===== src/rtl/local_mean_binarizer_3x3_top_assert.svh =====
// Assertion macros shared by the binarizer RTL.
// No dependencies; included by the modules that check their own logic.
`ifndef LOCAL_MEAN_BINARIZER_3X3_TOP_ASSERT_SVH
`define LOCAL_MEAN_BINARIZER_3X3_TOP_ASSERT_SVH

// Property must hold at every clock edge outside reset.
`define LMB_ASSERT(lbl, clk, rstn, prop, msg) \
  lbl: assert property (@(posedge clk) disable iff (!rstn) prop) else $error(msg);

// Condition must never be true outside reset.
`define LMB_ASSERT_NEVER(lbl, clk, rstn, cond, msg) \
  lbl: assert property (@(posedge clk) disable iff (!rstn) !(cond)) else $error(msg);

`endif


===== src/rtl/lmb_pkg.sv =====
// Package for the 3x3 local mean binarizer: widths, register map, result kinds
// and the command/status structs between controller and datapath. No dependencies.
package lmb_pkg;

  localparam int PIX_W      = 8;   // gray pixel
  localparam int CFG_W      = 12;  // frame_width / frame_height registers
  localparam int POS_W      = 11;  // out_row / out_col
  localparam int SUM_W      = 12;  // up to 9 * 255
  localparam int CNT_W      = 4;   // up to 9 neighbors
  localparam int IN_DATA_W  = 8;
  localparam int OUT_DATA_W = 24;
  localparam int PADDR_W    = 3;
  localparam int PDATA_W    = 32;

  localparam logic [CFG_W-1:0] WIDTH_RST  = 12'd1200;
  localparam logic [CFG_W-1:0] HEIGHT_RST = 12'd734;

  // register index = paddr[2]
  localparam logic REG_FRAME_WIDTH  = 1'b0;
  localparam logic REG_FRAME_HEIGHT = 1'b1;

  // result kinds, also their bit positions in the pending mask (emit order)
  localparam int RES_ABOVE_LEFT = 0;  // (r-1, c-1)
  localparam int RES_ABOVE      = 1;  // (r-1, c) at row end
  localparam int RES_LEFT       = 2;  // (r, c-1) on last row
  localparam int RES_HERE       = 3;  // (r, c) last row, row end
  localparam int NUM_RES        = 4;

  typedef struct packed {
    logic capture;  // take input item, start line store read
    logic advance;  // shift window, write line store, step position
    logic emit;     // load next pending result into output register
  } lmb_cmd_t;

  typedef struct packed {
    logic out_free;  // output register can take a result this cycle
    logic pend_any;  // results of the current item remain
    logic pend_one;  // exactly one remains
  } lmb_status_t;

endpackage


===== src/rtl/lmb_ctrl.sv =====
// Controller FSM: accept one item, run the line store read/update, then hand
// out its results one by one. Depends on lmb_pkg and the assertion header.
`include "local_mean_binarizer_3x3_top_assert.svh"

module lmb_ctrl import lmb_pkg::*; (
  input  logic        clk_i,
  input  logic        rst_ni,
  input  logic        s_axis_tvalid,
  output logic        s_axis_tready,
  input  lmb_status_t status_i,
  output lmb_cmd_t    cmd_o
);

  typedef enum logic [2:0] {
    ST_IDLE = 3'b001,
    ST_READ = 3'b010,
    ST_EMIT = 3'b100
  } state_e;

  state_e state_q, state_d;

  always_comb begin
    state_d       = state_q;
    cmd_o         = '0;
    s_axis_tready = 1'b0;
    unique case (state_q)
      ST_IDLE: begin
        s_axis_tready = 1'b1;
        if (s_axis_tvalid) begin
          cmd_o.capture = 1'b1;
          state_d       = ST_READ;
        end
      end
      ST_READ: begin
        cmd_o.advance = 1'b1;
        state_d       = ST_EMIT;
      end
      ST_EMIT: begin
        if (!status_i.pend_any) begin
          state_d = ST_IDLE;
        end else if (status_i.out_free) begin
          cmd_o.emit = 1'b1;
          if (status_i.pend_one) state_d = ST_IDLE;
        end
      end
      default: state_d = ST_IDLE;
    endcase
  end

  always_ff @(posedge clk_i or negedge rst_ni) begin
    if (!rst_ni) state_q <= ST_IDLE;
    else         state_q <= state_d;
  end

  `LMB_ASSERT(a_capture_then_read, clk_i, rst_ni, cmd_o.capture |=> state_q == ST_READ, "capture not followed by read")
  `LMB_ASSERT(a_emit_has_pending, clk_i, rst_ni, cmd_o.emit |-> status_i.pend_any, "emit with nothing pending")

endmodule


===== config.mk =====
export PLATFORM = sky130hd
export DESIGN_NAME = lmb_ctrl
export DESIGN_NICKNAME = d
export VERILOG_FILES = /design/src/rtl/lmb_pkg.sv /design/src/rtl/lmb_ctrl.sv
export VERILOG_INCLUDE_DIRS = /design/src /design/src/rtl
export SDC_FILE = /design/constraint.sdc
export NUM_CORES = 1
export LEC_CHECK = 0
export ABC_AREA = 0
export BUFFER_PORTS_ARGS = -buffer_cell sky130_fd_sc_hd__buf_4
export CORE_AREA = 8 8 45 47
export DETAILED_ROUTE_END_ITERATION = 12
export DIE_AREA = 0 0 53 55
export GPL_ROUTABILITY_DRIVEN = 0
export GPL_TIMING_DRIVEN = 1
export PLACE_DENSITY = 0.39
export SLEW_MARGIN = 10
export SYNTH_ARGS = -nofsm -noshare
export SYNTH_HDL_FRONTEND = slang
export SYNTH_SLANG_ARGS = --single-unit

===== constraint.sdc =====
create_clock -name clk_i -period 1.15 [get_ports clk_i]
set_input_delay 0.115 -clock clk_i [delete_from_list [all_inputs] [get_ports clk_i]]
set_output_delay 0.115 -clock clk_i [all_outputs]
set_load 0.1 [all_outputs]

; ---- Word-level counts from Yosys, hierarchy flattened
; Cells that the tools add are included.
[totals]
register_bits = 3
out_inout_bits = 4
word_cells = 20
[op_classes]
n_eq_ne = 6
n_mux = 12
n_reduce_logical = 1
[ops]
columns = operator, n
row1 = 3-bit 2-to-1 mux, 4
row2 = 3-bit case mux with 3 select lines, 1
row3 = 1-bit 2-to-1 mux, 7
row4 = 3-bit inequality test (second input constant), 2
row5 = 3-bit by 1-bit equality test with 1-bit output (second input constant), 1
row6 = 3-bit by 2-bit equality test with 1-bit output (second input constant), 1
row7 = 3-bit equality test (second input constant), 1
row8 = 3-bit AND reduction, 1
row9 = 2-bit inequality test (second input constant), 1

; ---- Depth between registers and ports, before layout
[depth]
ltp_word = 4
depth_mapped = 3
ltp_nobuf = 3

; ---- Least setup slack after synthesis
; OpenSTA, ideal clock, no wires.
[synth_timing]
path_type = register -> output
start = reg state_q[1]
end = out cmd_o[0] (netlist bit)
t_arrival_ps = 2880
setup_slack_ps = -1845
stages_incl_launch_ff = 3
path_buffers = 0
cell_sequence = dfrtp_1 nand3b_2 nor3b_1
[synth_lines]
columns = element, line
row1 = from (decl), lmb_ctrl.sv:20  ; state_e state_q, state_d;
row2 = from (signal assigned), lmb_ctrl.sv:52  ; else state_q <= state_d;
row3 = to (decl), lmb_ctrl.sv:11  ; output lmb_cmd_t cmd_o

==> reports/results.tsv <==
metric	value	unit
run status	complete, but fails checks	
failing checks	setup timing	
max cap viols	0	
startpoint types	flop	
Worst Path Buf+Inv	1	
Largest regs	state_q (3)	
grt total ovfl	0	
Synth top area share	27.2	%
sw frac	45.6	%
Worst Path Max Fanout	3	
ys flop type	dfrtp_1	
Setup Crit Path Kind	flop to output port	
synth top area cells	dfrtp_1 27%, dfstp_2 14%, nor3b_4 10%	
Avg Cell Area, Syn	14.1	um^2
vias per cell	3.59	
Final Hold Slack	0.111	ns
largest net degree at the start of global routing	4	
Post-Route WL	485	um
final clock skew	0.00332	ns
worst-margin pin slew	0.216	ns
crit-path leading delay family	flip-flops	
#FFs+latches synth	3	
Post-Syn Nets	19	
slew margin rel.	85.6	%
Rows	14	
CP max stage delay	0.52	ns
Hold Crit Depth	2	
max-slew violations	0	
Comb power frac	70.3	%
antenna viol nets, final	0	
minimum clock period	1.44	ns
worst reg2reg setup slack	-0.06	ns
leakage power	0.000199	uW
Slowest cell on crit path	dfstp_2	
Syn Inst Count	13	
Fin. Hold Viols	0	
Fmax	692	MHz
share of cells above drive strength 1	90.9	%
most instantiated library cell after synthesis	dfrtp_1	
Internal	706	uW
crit path cell chain	nor3b_4 -> and2_4 -> buf_12	
EDFF count, synth	0	
DRC	0	
Boundary Pins	10	
Tot GR Track Use	4.15	%
sequential area share after synthesis	41.5	%
Psw	591	uW
synthesized area	184	um^2
arrival time worst endpoint	1.33	ns
period utilization	126	%
endpoints failing setup	5	
initial drt markers	2	
FF-to-FF Start	state_q[0]$_DFFE_PN1P_	
Seq pwr share	15.3	%
Max Root-Sink Buffers	2	
Core ar.	1380	um^2
worst reg2reg path depth	5	
starting density of the core	13.3	%
Finished Layout Cells	49	
Hold Path Class	input port to flop	
CTS tree	yes	
CTS Buf Count	3	
First-pass DRT Iterations	2	
clock edge transition at the registers on the reported setup and hold paths	0.04	ns
total clock sinks	3	
PnR worst setup slack	-0.295	ns
Clock Power Share	14.4	%
die height	55	um
max reg flops	3	
clock root buffer	clkbuf_4	
nets	40	
RR Endpoint	state_q[0]$_DFFE_PN1P_	
Biggest register	state_q	
H-tree Lvls	1	
vias in the first global route	202	
VDD IR max	0.00158	V
first-pass GRT wire length	779	um
Antenna Cells	0	
Power per Cell Area	3090	nW/um^2
Vias	176	
Critical Path RT	1.03	ns
die area	2920	um^2
total negative slack	-1.05	ns
largest area contributor in the netlist	dfrtp_1	
Die X	53	um
HP Start	s_axis_tvalid	
I/O Buffers	9	
asr flop ratio synth	100	%
synth-to-layout area growth	128	%
placed cell count	42	
Hold EP	state_q[1]$_DFFE_PN0P_	
Ys Warns	0	
RSZ-0062 raised after global routing	yes	
Cell variety after synth	12	
Worst-Skew Late Latency	0.24	ns
initial antenna violation count	0	
CP Capture Type	output port	
wire per inst	9.90	um
layer usage:
metal,track usage [%],share of wire [%],vias to the layer above
li1,-,-,84
met1,2.88,33,76
met2,5.27,43,14
met3,4.01,20,2
met4,6.47,3.9,0
met5,0,0,-
worst max path at each step:
stage,from,depth (start not counted),slack (ns),endpoint
finish,state_q[0]$_DFFE_PN1P_,3,-0.29,cmd_o[2]
global route,state_q[0]$_DFFE_PN1P_,3,-0.35,cmd_o[2]
CTS,state_q[0]$_DFFE_PN1P_,3,-0.31,cmd_o[2]
detailed placement,state_q[0]$_DFFE_PN1P_,3,-0.15,cmd_o[2]
global placement,state_q[0]$_DFFE_PN1P_,3,-0.12,cmd_o[2]
floorplan,state_q[0]$_DFFE_PN1P_,3,-0.91,state_q[0]$_DFFE_PN1P_
cells in the final DEF (no fill, tap or decap), drive strengths merged:
master       count
dlygate4sd3      1
o21bai           1
dfstp            1
and2             2
a21o             1
nor3b            3
nand3b           1
nor2             1
clkbuf           4
buf             16
dfrtp            2
power by group through the flow:
stage                     sequential [uW]  combinational (uW)  clock [uW]
after CTS                             195                 891         198
after detailed placement              192                 712           0
after global routing                  204                 943         207
after floorplan                       198                 512           0
final                                 198                 913         187
after global placement                187                 702           0
what timing repair did:
item | CTS | global route
setup endpoints to repair | 4 | 6
pin swaps | 4 | 3
resized for setup | 13 | 1
hold buffers | 1 | 0
endpoints found under the hold margin | 3 | 0
setup buffers | 1 | 1
metrics by stage:
step	setup WS [ns]	total power, uW	cell area, um^2	util, %
after floorplan	-0.914	710	189	-
after global placement	-0.125	889	307	22.2
after detailed placement	-0.151	903	307	22.2
after CTS	-0.310	1280	403	29.1
after global routing	-0.347	1350	419	30.3
final	-0.295	1300	419	30.3
area by class of cell:
| class | count | area (um^2) |
|---|---|---|
| Timing Repair Buffer | 17 | 175 |
| Clock buffer | 4 | 26.3 |
| Sequential cell | 3 | 77.6 |
| Multi-Input combinational cell | 9 | 120 |
| Fill cell | 143 | 965 |
| Tap cell | 16 | 20.0 |
kinds of logic (layout without fill, tap and decap cells):
group,count (synthesis),in the layout,synth area share [%]
buf+inv,1,21,4.08
compound gates,2,2,15.0
simple gates,7,7,39.5
flops,3,3,41.5
Power figures use the tool's default switching activity.
