`config.mk`:
```
export PLATFORM = sky130hd
export DESIGN_NAME = lmb_cfg_regs
export DESIGN_NICKNAME = d
export VERILOG_FILES = /design/src/rtl/local_mean_binarizer_3x3_top_assert.svh /design/src/rtl/lmb_pkg.sv /design/src/rtl/lmb_cfg_regs.sv
export SDC_FILE = /design/constraint.sdc
export NUM_CORES = 1
export LEC_CHECK = 0
export BUFFER_PORTS_ARGS = -buffer_cell sky130_fd_sc_hd__buf_2
export CORE_UTILIZATION = 35
export CTS_CLUSTER_SIZE = 25
export DETAILED_ROUTE_END_ITERATION = 10
export PLACE_DENSITY = 0.83
export SYNTH_ARGS = -nofsm -noshare
export SYNTH_HDL_FRONTEND = slang
export SYNTH_SLANG_ARGS = --single-unit
```
`constraint.sdc`:
```
create_clock -name clk_i -period 1 [get_ports clk_i]
set_clock_uncertainty 0.1 [all_clocks]
set_input_delay 0.1 -clock clk_i [delete_from_list [all_inputs] [get_ports clk_i]]
set_output_delay 0.1 -clock clk_i [all_outputs]
set_load 0.005 [all_outputs]
```
`src/rtl/local_mean_binarizer_3x3_top_assert.svh`:
```
// Assertion macros shared by the binarizer RTL.
// No dependencies; included by the modules that check their own logic.
`ifndef LOCAL_MEAN_BINARIZER_3X3_TOP_ASSERT_SVH
`define LOCAL_MEAN_BINARIZER_3X3_TOP_ASSERT_SVH

// Property must hold at every clock edge outside reset.
`define LMB_ASSERT(lbl, clk, rstn, prop, msg) \
  lbl: assert property (@(posedge clk) disable iff (!rstn) prop) else $error(msg);

// Condition must never be true outside reset.
`define LMB_ASSERT_NEVER(lbl, clk, rstn, cond, msg) \
  lbl: assert property (@(posedge clk) disable iff (!rstn) !(cond)) else $error(msg);

`endif

```
`src/rtl/lmb_pkg.sv`:
```
// Package for the 3x3 local mean binarizer: widths, register map, result kinds
// and the command/status structs between controller and datapath. No dependencies.
package lmb_pkg;

  localparam int PIX_W      = 8;   // gray pixel
  localparam int CFG_W      = 12;  // frame_width / frame_height registers
  localparam int POS_W      = 11;  // out_row / out_col
  localparam int SUM_W      = 12;  // up to 9 * 255
  localparam int CNT_W      = 4;   // up to 9 neighbors
  localparam int IN_DATA_W  = 8;
  localparam int OUT_DATA_W = 24;
  localparam int PADDR_W    = 3;
  localparam int PDATA_W    = 32;

  localparam logic [CFG_W-1:0] WIDTH_RST  = 12'd1200;
  localparam logic [CFG_W-1:0] HEIGHT_RST = 12'd734;

  // register index = paddr[2]
  localparam logic REG_FRAME_WIDTH  = 1'b0;
  localparam logic REG_FRAME_HEIGHT = 1'b1;

  // result kinds, also their bit positions in the pending mask (emit order)
  localparam int RES_ABOVE_LEFT = 0;  // (r-1, c-1)
  localparam int RES_ABOVE      = 1;  // (r-1, c) at row end
  localparam int RES_LEFT       = 2;  // (r, c-1) on last row
  localparam int RES_HERE       = 3;  // (r, c) last row, row end
  localparam int NUM_RES        = 4;

  typedef struct packed {
    logic capture;  // take input item, start line store read
    logic advance;  // shift window, write line store, step position
    logic emit;     // load next pending result into output register
  } lmb_cmd_t;

  typedef struct packed {
    logic out_free;  // output register can take a result this cycle
    logic pend_any;  // results of the current item remain
    logic pend_one;  // exactly one remains
  } lmb_status_t;

endpackage

```
`src/rtl/lmb_cfg_regs.sv`:
```
// APB register file for frame_width and frame_height.
// Depends on lmb_pkg.
module lmb_cfg_regs import lmb_pkg::*; (
  input  logic               clk_i,
  input  logic               rst_ni,
  input  logic               psel,
  input  logic               penable,
  input  logic               pwrite,
  input  logic [PADDR_W-1:0] paddr,
  input  logic [PDATA_W-1:0] pwdata,
  output logic [PDATA_W-1:0] prdata,
  output logic               pready,
  output logic [CFG_W-1:0]   frame_width_o,
  output logic [CFG_W-1:0]   frame_height_o
);

  logic [CFG_W-1:0] width_q, height_q;
  logic             wr_en;

  assign pready = 1'b1;
  assign wr_en  = psel && penable && pwrite;

  always_ff @(posedge clk_i or negedge rst_ni) begin
    if (!rst_ni) begin
      width_q  <= WIDTH_RST;
      height_q <= HEIGHT_RST;
    end else if (wr_en) begin
      unique case (paddr[2])
        REG_FRAME_WIDTH:  width_q  <= pwdata[CFG_W-1:0];
        REG_FRAME_HEIGHT: height_q <= pwdata[CFG_W-1:0];
        default: ;
      endcase
    end
  end

  always_comb begin
    unique case (paddr[2])
      REG_FRAME_WIDTH:  prdata = PDATA_W'(width_q);
      REG_FRAME_HEIGHT: prdata = PDATA_W'(height_q);
      default:          prdata = '0;
    endcase
  end

  assign frame_width_o  = width_q;
  assign frame_height_o = height_q;

endmodule

```
After elaboration in Yosys (flattened, before gate mapping) --
Cells that the tools add are included.
Storage, ports and cells: logic and storage cells 8, input port bits 40, register bits after elaboration 24, output and inout bits 57
Operators by class: reductions and logical operators 4, mux-type cells 1, bitwise operators 1
Operators by type and width (number):
- 32-bit case mux with 2 select lines | 1
- 2-bit AND reduction | 2
- 1-bit logical AND | 2
- 1-bit inverter | 1

Longest topological paths before layout --
Gate-level depths: netlist of run 1.
depth in word-level cells 3, depth in mapped cells 3

Least setup slack after synthesis of run 1 --
No wires, ideal clock.
path kind input to register, from input port pwrite, to register height_q[10] (netlist: frame_height_o[10]), arrival time 686 ps, stages on the path 3, data required time 775 ps, slack 88 ps, path through nand4_2 -> buf_6 -> mux2_4
On the way: cells in the longest elaborated chain, start to end 2
Ends and longest elaborated chain:
- start: declaration | RTL line lmb_cfg_regs.sv:8 | input logic pwrite,
- 1-bit logical AND | RTL line lmb_cfg_regs.sv:21 | assign wr_en = psel && penable && pwrite;
- 2-bit AND reduction (no source line)
- end signal: assignment | RTL line lmb_cfg_regs.sv:30 | REG_FRAME_HEIGHT: height_q <= pwdata[CFG_W-1:0];
- end: declaration | RTL line lmb_cfg_regs.sv:17 | logic [CFG_W-1:0] width_q, height_q;
No other way between the ends. A chain may end at the register's enable or synchronous reset.

Worst setup path after layout of run 1 --
from register height_q[9] (netlist: frame_height_o[9]), to output port prdata[9]
On the way: cells in the longest elaborated chain, start to end 1
Ends and longest elaborated chain:
- 32-bit case mux with 2 select lines | RTL line lmb_cfg_regs.sv:37 | unique case (paddr[2])
- end: declaration | RTL line lmb_cfg_regs.sv:11 | output logic [PDATA_W-1:0] prdata,
No other way between the ends. The select of a mux whose other input is x is not followed.

==> metrics.txt, run 1 <==
commonest non-fill, non-tap cell in the layout buf_6; Clk Latency, worst-skew pair around 310 ps; CP Class reg -> out; final core occ 63.55%; Final Hold Viols 0; sequential group share of total power between 30% and 40%; synthesized flop and latch total 24; final period utilization 133.7%; Data required, critical path roughly 800 ps; drt first-iter violations 12; Die H 62.62 um; failing checks setup timing; Boundary Pins between 90 and 100; final RePlAce weighted congestion slightly below 0.7; DR WL/cell roughly 14 um; flop-to-flop setup slack -110 ps; Layout fillers ~240; RR Endpoint frame_width_o[1]; Mapped Cells 88; status finished with violations; FP Rows 21; Comb pwr share between 40 and 50%; unrepaired setup endpoints after global routing true; Port Buffers 53; total CTS buffers 3; Detail Route Antenna Nets 0; Net Sw Frac a little over a quarter; vias in the first global route ~1100; Die ar. between 0.003 and 0.004 mm^2; Post-Route Setup TNS -8929 ps; via count around 1000; first-pass GRT wire length between 5000 and 6000 um; fraction of layout cells with a size suffix above 1 about three quarters; DR vias/cell 4.388; root buf cell clkbuf_4; core area between 0.003 and 0.004 mm^2; Area Growth Syn to Fin 68.77%; crit path launch type flop; commonest cells after routing, fill and taps aside 46 x buf_6, 27 x buf_2, 23 x mux2_4, 21 x conb_1; Clock Path Buffers 2; Starting Density a little under two fifths; Tmin final 1337 ps; # setup viols final between 40 and 50; Tightest Pin Transition ~550 ps; detailed placement HPWL 1835 um; Residual DRC 0; total global routing overflow 0; die width roughly 63 um; Pre-antenna DRT Iters 2; Yosys warning count 0; Post-Place Cell Area approximately 0.0015 mm^2; worst vdd rail ir drop approximately 970 uV; max-cap violations 0; P_int 2.775 mW; GRT Total Usage 16.70%; fmax ~750 MHz; FF-to-FF path depth 3; fin nets between 200 and 250; final wirelength 3206 um; Distinct cells, synth 10; register area share after synthesis about 48%; clock sinks 24; Lkg Pwr around 1.1 nW; Final Max Tran Viols 0; Setup crit end kind primary output; PD cells about 1700 mW/mm^2; CTS tree yes; mapped cell area about 0.0013 mm^2; Max-slew headroom between 60% and 70%; CP max FO 2; worst hold path type in -> async; hold_ws between 150 and 200 ps; final instance area 0.002171 mm^2; fin worst setup slack -336.6 ps; Reg2Reg Launch Point frame_width_o[1]; Sw Pwr roughly 1000 uW; CTS clk-pin slew, worst paths between 100 and 150 ps; H-tree level count 1; clock network fraction of design power 13.8%; CP arrival between 1000 and 1500 ps; largest net degree at the start of global routing 25; initial antenna violation count 0; ant diodes 0; syn avg cell area roughly 15 um^2
worst max-delay path: stages, from the launching register on:
cell,delay (ps)
dfstp_2,580
mux2_4,160
buf_6,90
cell families after synthesis:
kind of cell / after synthesis / share of synthesized area, %
flip-flops: 24 / 47.76
multiplexers: 36 / 34.44
AND/OR/NAND/NOR: 2 / 2.821
buffers and inverters: 24 / 14.40
other: 2 / 0.5839
timing repair:
action	4_1_cts	5_1_grt
cloned	0	0
setup endpoints to repair	36	47
setup buffers	16	13
hold buffers	13	0
pin swaps	0	0
resized for setup	45	18
endpoints found under the hold margin	37	0
routing by layer:
layer / up-vias / GRT usage [%] / part of all wire (%) / wire length, um
li1: 448 / - / - / -
met1: 491 / 20.71 / 42 / 1335
met2: 55 / 28.67 / 51 / 1651
met3: 2 / 2.920 / 6.4 / 204
met4: 0 / 6.395 / 0.44 / 14
met5: - / 0 / 0 / 0
state kept, by name, summed over array words and instances, names as in the netlist:
signal / count
frame_width_o: 12
frame_height_o: 12
final cells by class:
cell class	count	area (um^2)	share of cell area, %
repair buffers	94	855.8	39.42
well taps	46	57.56	2.651
multi-input cells	59	606.8	27.95
clock buffers	4	36.28	1.671
flip-flops and latches	24	614.3	28.30
power by group through the flow:
stage               clock network (mW)  logic [mW]  registers (mW)
finish                           0.520        1.82            1.43
global route                     0.573        1.93            1.45
CTS                              0.537        1.58            1.41
detailed placement                   0       0.887            1.43
global placement                     0       0.863            1.42
floorplan                            0       0.486            1.43
cells in the mapped netlist:
master,n,share of area (%)
buf_2,1,0.39
buf_4,21,12
buf_6,2,1.8
conb_1,2,0.58
dfrtp_1,13,25
dfstp_2,11,22
mux2_2,26,23
mux2_4,10,12
nand4_2,1,0.97
nand4b_4,1,1.8
metrics by stage:
stage	worst slack (ps)	std cells	power, mW
floorplan	88.49	107	1.914
global placement	-145.6	186	2.282
detailed placement	-165.5	186	2.314
CTS	-339.3	219	3.530
global route	-379.0	227	3.954
finish	-336.6	227	3.763
how the worst max path moves through the flow:
stage,cells past startpoint,start,slack [ps],endpoint
global route,2,frame_height_o[8],-380,prdata[8]
detailed placement,3,paddr[2],-170,frame_width_o[0]
finish,2,frame_height_o[9],-340,prdata[9]
floorplan,3,pwrite,90,frame_height_o[10]
CTS,2,frame_width_o[8],-340,prdata[8]
global placement,3,paddr[2],-150,frame_width_o[2]
No activity file was read; power rests on OpenSTA's default activity.
==> run 2: changes to the inputs <==
--- a/config.mk
+++ b/config.mk
@@ -5,11 +5,13 @@
 export SDC_FILE = /design/constraint.sdc
 export NUM_CORES = 1
 export LEC_CHECK = 0
+export ABC_AREA = 1
 export BUFFER_PORTS_ARGS = -buffer_cell sky130_fd_sc_hd__buf_2
+export CORE_MARGIN = 10
 export CORE_UTILIZATION = 35
 export CTS_CLUSTER_SIZE = 25
 export DETAILED_ROUTE_END_ITERATION = 10
-export PLACE_DENSITY = 0.83
+export PLACE_DENSITY = 0.82
 export SYNTH_ARGS = -nofsm -noshare
 export SYNTH_HDL_FRONTEND = slang
 export SYNTH_SLANG_ARGS = --single-unit
==> run 2 against run 1 <==
The run still ends with setup timing left; die area is 69% higher; worst hold slack worse by 27 ps; non-clock buffer count is 11 lower; critical path depth is 1 higher; highest routed layer unchanged.
==> metrics.txt, run 2 <==
Clk Latency, worst-skew pair 260 ps; fin cells between 200 and 300; hold_ws 159.9 ps; Data required, critical path about 800 ps; area leader, netlist dfrtp_1; total global routing overflow 0; Pre-antenna DRT Iters 4; Setup crit end kind primary output; unrepaired setup endpoints after global routing true; leading cell type by number of instances after synthesis nand2_1; mux share of post-synthesis cell area 0%; fin nets about 290; commonest non-fill, non-tap cell in the layout nand2_1; Tmin final 1234 ps; Storage cell area 614.3 um^2; GRT Total Usage between 10% and 20%; total CTS buffers 3; status finished with violations; Final Hold Viols 0; share of the synthesized area in the top cell type about a quarter; Die H slightly above 80 um; Critical path buffers and inverters 1; # setup viols final 26; clock sinks 24; sequential group share of total power a little under half; max-cap violations 0; first-pass GRT wire length between 6000 and 7000 um; crit path launch type flop; Synth Area in XOR/XNOR 0%; CP delay by family, top flip-flops; FF-to-FF path depth 3; core area around 0.0037 mm^2; Hold Path Depth 4; P_int about 2 mW; dpl cells between 200 and 300; ys async rst share 100.0%; Boundary Pins 97; CP Depth 3; mapped cell area around 0.0013 mm^2; Post-Synth Simple-Gate Area 35.61%; Comb pwr share around a third; clock network fraction of design power between 10% and 20%; number of synthesized flops with an enable pin 0; Area Growth Syn to Fin 42.17%; synthesized flop and latch total 24; post-synthesis compound-gate area fraction 0%; final core occ 51.16%; Crit path top cell by count nand2_1; final wirelength 3863 um; Tightest Pin Transition roughly 530 ps; fraction of layout cells with a size suffix above 1 between 30% and 40%; Port Buffers 53; via count around 1300; critical-path cell list nand2_1 > nand2_1 > buf_2; Clock Path Buffers 2; CTS clk-pin slew, worst paths around 80 ps; top cells by count, synth 85 x nand2_1, 24 x nand3_1, 21 x buf_4; Max-slew headroom between 60% and 70%; CP arrival approximately 1000 ps; largest net degree at the start of global routing 25; syn avg cell area about 7.8 um^2; vias in the first global route between 1000 and 1500; top post-synthesis cells by area dfrtp_1 25%, nand2_1 24%, dfstp_2 22%; Yosys warning count 0; CP max FO 3; Multi-input gate area ~550 um^2; Starting Density a little over a third; DR WL/cell roughly 13 um; ys flop type dfrtp_1; fin worst setup slack -234.1 ps; Lkg Pwr 1.078 nW; CP Class reg -> out; final period utilization 123.4%; Layout fillers ~370; DR vias/cell roughly 4.4; Net Sw Frac 29.95%; Worst path slowest cell dfstp_2; root buf cell clkbuf_8; Distinct cells, synth 13; slowest stage delay, CP approximately 560 ps; Final Max Tran Viols 0; Sw Pwr 854.0 uW; drt first-iter violations 77; ant diodes 0; setup slack at placement between 40 and 50 ps; final RePlAce weighted congestion slightly above 0.7; Mapped Cells 170; H-tree level count 1; FP Rows 22; worst vdd rail ir drop approximately 700 uV; fmax roughly 810 MHz; Residual DRC 0; initial antenna violation count 0; Die ar. 0.006619 mm^2; area share of fa/ha/maj cells after synthesis 0%; failing checks setup timing; Detail Route Antenna Nets 0; register area share after synthesis 46.63%; detailed placement HPWL approximately 3000 um; PD cells about 1500 mW/mm^2; commonest cells after routing, fill and taps aside 85 x nand2_1, 45 x buf_2, 24 x nand3_1, 21 x conb_1, 15 x buf_4; die width around 81 um; worst hold path type in -> reg; total power draw around 2.9 mW; largest family of logic cells by synthesized area simple AND/OR/NAND/NOR gates; CTS tree yes
-- run 2: cell types whose count changed in the layout (fill, tap and decap cells not counted), moves of 2 or more --
cell,change
clkbuf_4,-3
buf_4,+8
mux2_2,-13
mux2_4,-23
inv_2,+2
nand2_1,+85
buf_6,-38
buf_2,+18
nand3_1,+24
clkbuf_8,+2
-- run 2: path summary, 6_finish.rpt --
| kind | slack (ps) | end | start |
|---|---|---|---|
| min | 160 | frame_height_o[6] | paddr[2] |
| max | -230 | prdata[4] | frame_width_o[4] |
| max in group asynchronous | 170 | frame_height_o[1] | rst_ni |
| max reg2reg | 100 | frame_height_o[1] | frame_height_o[1] |
| min in group asynchronous | 270 | frame_height_o[11] | rst_ni |
| min reg2reg | 370 | frame_width_o[7] | frame_width_o[7] |
-- run 2: power by group through the flow --
stage / Combinational [mW] / Sequential (mW) / Clock (mW)
finish: 0.922 / 1.37 / 0.563
global route: 1.04 / 1.40 / 0.635
CTS: 0.840 / 1.35 / 0.590
detailed placement: 0.768 / 1.37 / 0
global placement: 0.747 / 1.36 / 0
floorplan: 0.369 / 1.38 / 0
-- run 2: final cells by class --
cell class                      count  area share (%)
Multi-Input combinational cell    133           29.26
Timing Repair Buffer               83           31.93
Tap cell                           48           3.206
Clock buffer                        4           2.405
Inverter                            2          0.4008
Sequential cell                    24           32.80
-- run 2: per-layer routing --
metal / track usage [%] / vias up / part of all wire, %
met1: 12.77 / 595 / 39
met2: 20.77 / 46 / 53
li1: - / 639 / -
met3: 3.201 / 2 / 7.9
met4: 2.941 / 0 / 0.26
met5: 0 / - / 0
-- run 2: worst reg2reg max path: cells and delay by family, from the launching register on --
| family | cells | cell delay, ps |
|---|---|---|
| AND/OR/NAND/NOR | 2 | 90 |
| buffers and inverters | 1 | 100 |
| flip-flops | 1 | 550 |
-- run 2: cell families (layout without fill, tap and decap cells) --
kind of cell | after synthesis | after routing
buffers and inverters | 32 | 89
AND/OR/NAND/NOR | 112 | 112
flip-flops | 24 | 24
other | 2 | 21
-- run 2: what timing repair did --
item / 4_1_cts / 5_1_grt
gates cloned: 0 / 0
hold endpoints to repair: 35 / 0
pin swaps: 15 / 4
setup endpoints to repair: 32 / 36
buffers inserted: 3 / 3
gates resized for setup: 0 / 8
hold buffers: 13 / 0
-- run 2: stage by stage --
stage	cell area, um^2	TNS, ps
CTS	1800	-3723
global placement	1603	0
detailed placement	1603	0
finish	1873	-3442
global route	1873	-4959
floorplan	1389	0
==> run 3: changes to the inputs <==
--- a/config.mk
+++ b/config.mk
@@ -8,10 +8,10 @@
 export ABC_AREA = 1
 export BUFFER_PORTS_ARGS = -buffer_cell sky130_fd_sc_hd__buf_2
 export CORE_MARGIN = 10
-export CORE_UTILIZATION = 35
+export CORE_UTILIZATION = 40
 export CTS_CLUSTER_SIZE = 25
 export DETAILED_ROUTE_END_ITERATION = 10
-export PLACE_DENSITY = 0.82
+export PLACE_DENSITY = 0.91
 export SYNTH_ARGS = -nofsm -noshare
 export SYNTH_HDL_FRONTEND = slang
 export SYNTH_SLANG_ARGS = --single-unit
==> run 3 against run 2 <==
Cell count is the same; clock power fell by 24%; via count down 1.0%; critical endpoint is now prdata[3]; final area decreased by 0.53%; core utilization rose by 8.9 points; sequential power hardly changed; the run still ends with setup timing left; die area down 9.5%; worst hold slack got worse by 50 ps; non-clock buffer count increased by 4.
==> metrics.txt, run 3 (same netlist as run 2, synthesis figures left out) <==
fin worst setup slack -287.4 ps; FP Rows 20; final instance area about 0.0019 mm^2; worst vdd rail ir drop slightly above 700 uV; Lkg Pwr approximately 1.1 nW; Final Max Tran Viols 0; Residual DRC 0; Post-Place Cell Area between 0.0015 and 0.002 mm^2; Max-slew headroom between 60% and 70%; status finished with violations; commonest non-fill, non-tap cell in the layout nand2_1; Hold Path Origin paddr[2]; Clk Latency, worst-skew pair 300 ps; CP Class reg -> out; hold worst-path end frame_height_o[6]; worst hold path type in -> reg; fin nets just under 300; flop-to-flop setup slack 60 ps; DR WL/cell 12.75 um; Die ar. 0.005989 mm^2; clock sinks 24; CTS tree yes; failing checks setup timing; final RePlAce weighted congestion between 0.7 and 0.8; Crit path top cell by count nand2_1; fmax slightly below 800 MHz; Worst path slowest cell dfstp_2; unrepaired setup endpoints after global routing true; crit path launch type flop; fin cells approximately 300; slowest stage delay, CP roughly 570 ps; total global routing overflow 0; FF-to-FF path depth 4; root buf cell clkbuf_4; Hold Path Depth 4; total power draw between 2 and 3 mW; PD cells approximately 1500 mW/mm^2; Pre-antenna DRT Iters 4; fraction of layout cells with a size suffix above 1 between 30% and 40%; initial antenna violation count 0; Reg2Reg Launch Point frame_width_o[8]; largest net degree at the start of global routing 25; Multi-input gate area about 550 um^2; Storage cell area a little over 600 um^2; drt first-iter violations 34; final wirelength around 3700 um; Port Buffers between 50 and 60; Clock Path Buffers 2; Setup crit end kind primary output; commonest cells after routing, fill and taps aside 84 x nand2_1, 48 x buf_2, 24 x nand3_1, 21 x conb_1, 19 x buf_4; Layout fillers roughly 320; DR vias/cell 4.316; Tmin final ~1300 ps; CP max FO 3; Final Hold Viols 0; Area Growth Syn to Fin 41.41%; Boundary Pins 97; first-pass GRT wire length around 6200 um; final period utilization 128.7%; core area slightly above 0.003 mm^2; dpl cells between 200 and 300; ant diodes 0; total CTS buffers 3; detailed placement HPWL between 2000 and 3000 um; CTS clk-pin slew, worst paths 130 ps; via count 1269; Tightest Pin Transition around 530 ps; Die H about 77 um; CP arrival ~1100 ps; Detail Route Antenna Nets 0; hold_ws around 110 ps; Starting Density between 40% and 50%; # setup viols final 36; GRT Total Usage between 10% and 20%; Worst Setup SP frame_height_o[3]; H-tree level count 1; critical-path cell list nand2_1 > nand2_1 > buf_2; max-cap violations 0; die width just under 80 um; RR Endpoint frame_width_o[8]; vias in the first global route 1304; Data required, critical path 800 ps
-- run 3: changes by cell type in the layout (fill, tap and decap cells not counted), sizes merged --
cell / before / now
buf: 70 / 74
-- run 3: report_power, final --
group          switching, mW  total (mW)  internal, mW  leakage, nW
Clock                  0.272       0.427         0.155       0.0150
Sequential             0.142        1.36          1.21        0.279
Combinational          0.425       0.921         0.495        0.792
Total                  0.839        2.70          1.87         1.09
-- run 3: through the flow --
stage | setup slack [ps] | utilization [%] | TNS (ps)
global placement | 47.04 | 51.98 | 0
detailed placement | 32.18 | 51.98 | 0
floorplan | 129.4 | - | 0
global route | -364.2 | 60.04 | -7657
CTS | -286.3 | 58.39 | -5719
finish | -287.4 | 60.04 | -5508
-- run 3: worst max-delay path by stage --
stage / end / slack [ps] / cells after the start
6_report: prdata[3] / -290 / 3
5_1_grt: prdata[3] / -360 / 3
2_1_floorplan: frame_width_o[0] / 130 / 6
4_1_cts: prdata[9] / -290 / 3
3_3_place_gp: frame_width_o[0] / 50 / 6
3_5_place_dp: frame_width_o[1] / 30 / 6
-- run 3: final cells by class --
class                           instances  area share [%]
Sequential cell                        24           32.98
Tap cell                               44           2.955
Clock buffer                            4           1.410
Multi-Input combinational cell        133           29.55
Timing Repair Buffer                   87           32.71
Inverter                                2          0.4030
-- run 3: metal layers --
| metal | global-route usage, % | share of wire (%) | routed length, um |
|---|---|---|---|
| met4 | 4.562 | 1.8 | 68 |
| met1 | 13.55 | 38 | 1425 |
| met3 | 5.069 | 9.4 | 354 |
| met5 | 0 | 0 | 0 |
| met2 | 21.24 | 51 | 1900 |
-- run 3: repair_timing --
item,CTS,global route
hold buffers,13,0
setup endpoints to repair,36,36
resized for setup,2,4
setup buffers,4,4
endpoints found under the hold margin,37,0
pin swaps,19,3
-- run 3: critical path: cells and delay by family, from the launching register on --
family | cells | cell delay [ps]
AND/OR/NAND/NOR | 2 | 100
buffers and inverters | 1 | 110
flip-flops | 1 | 570
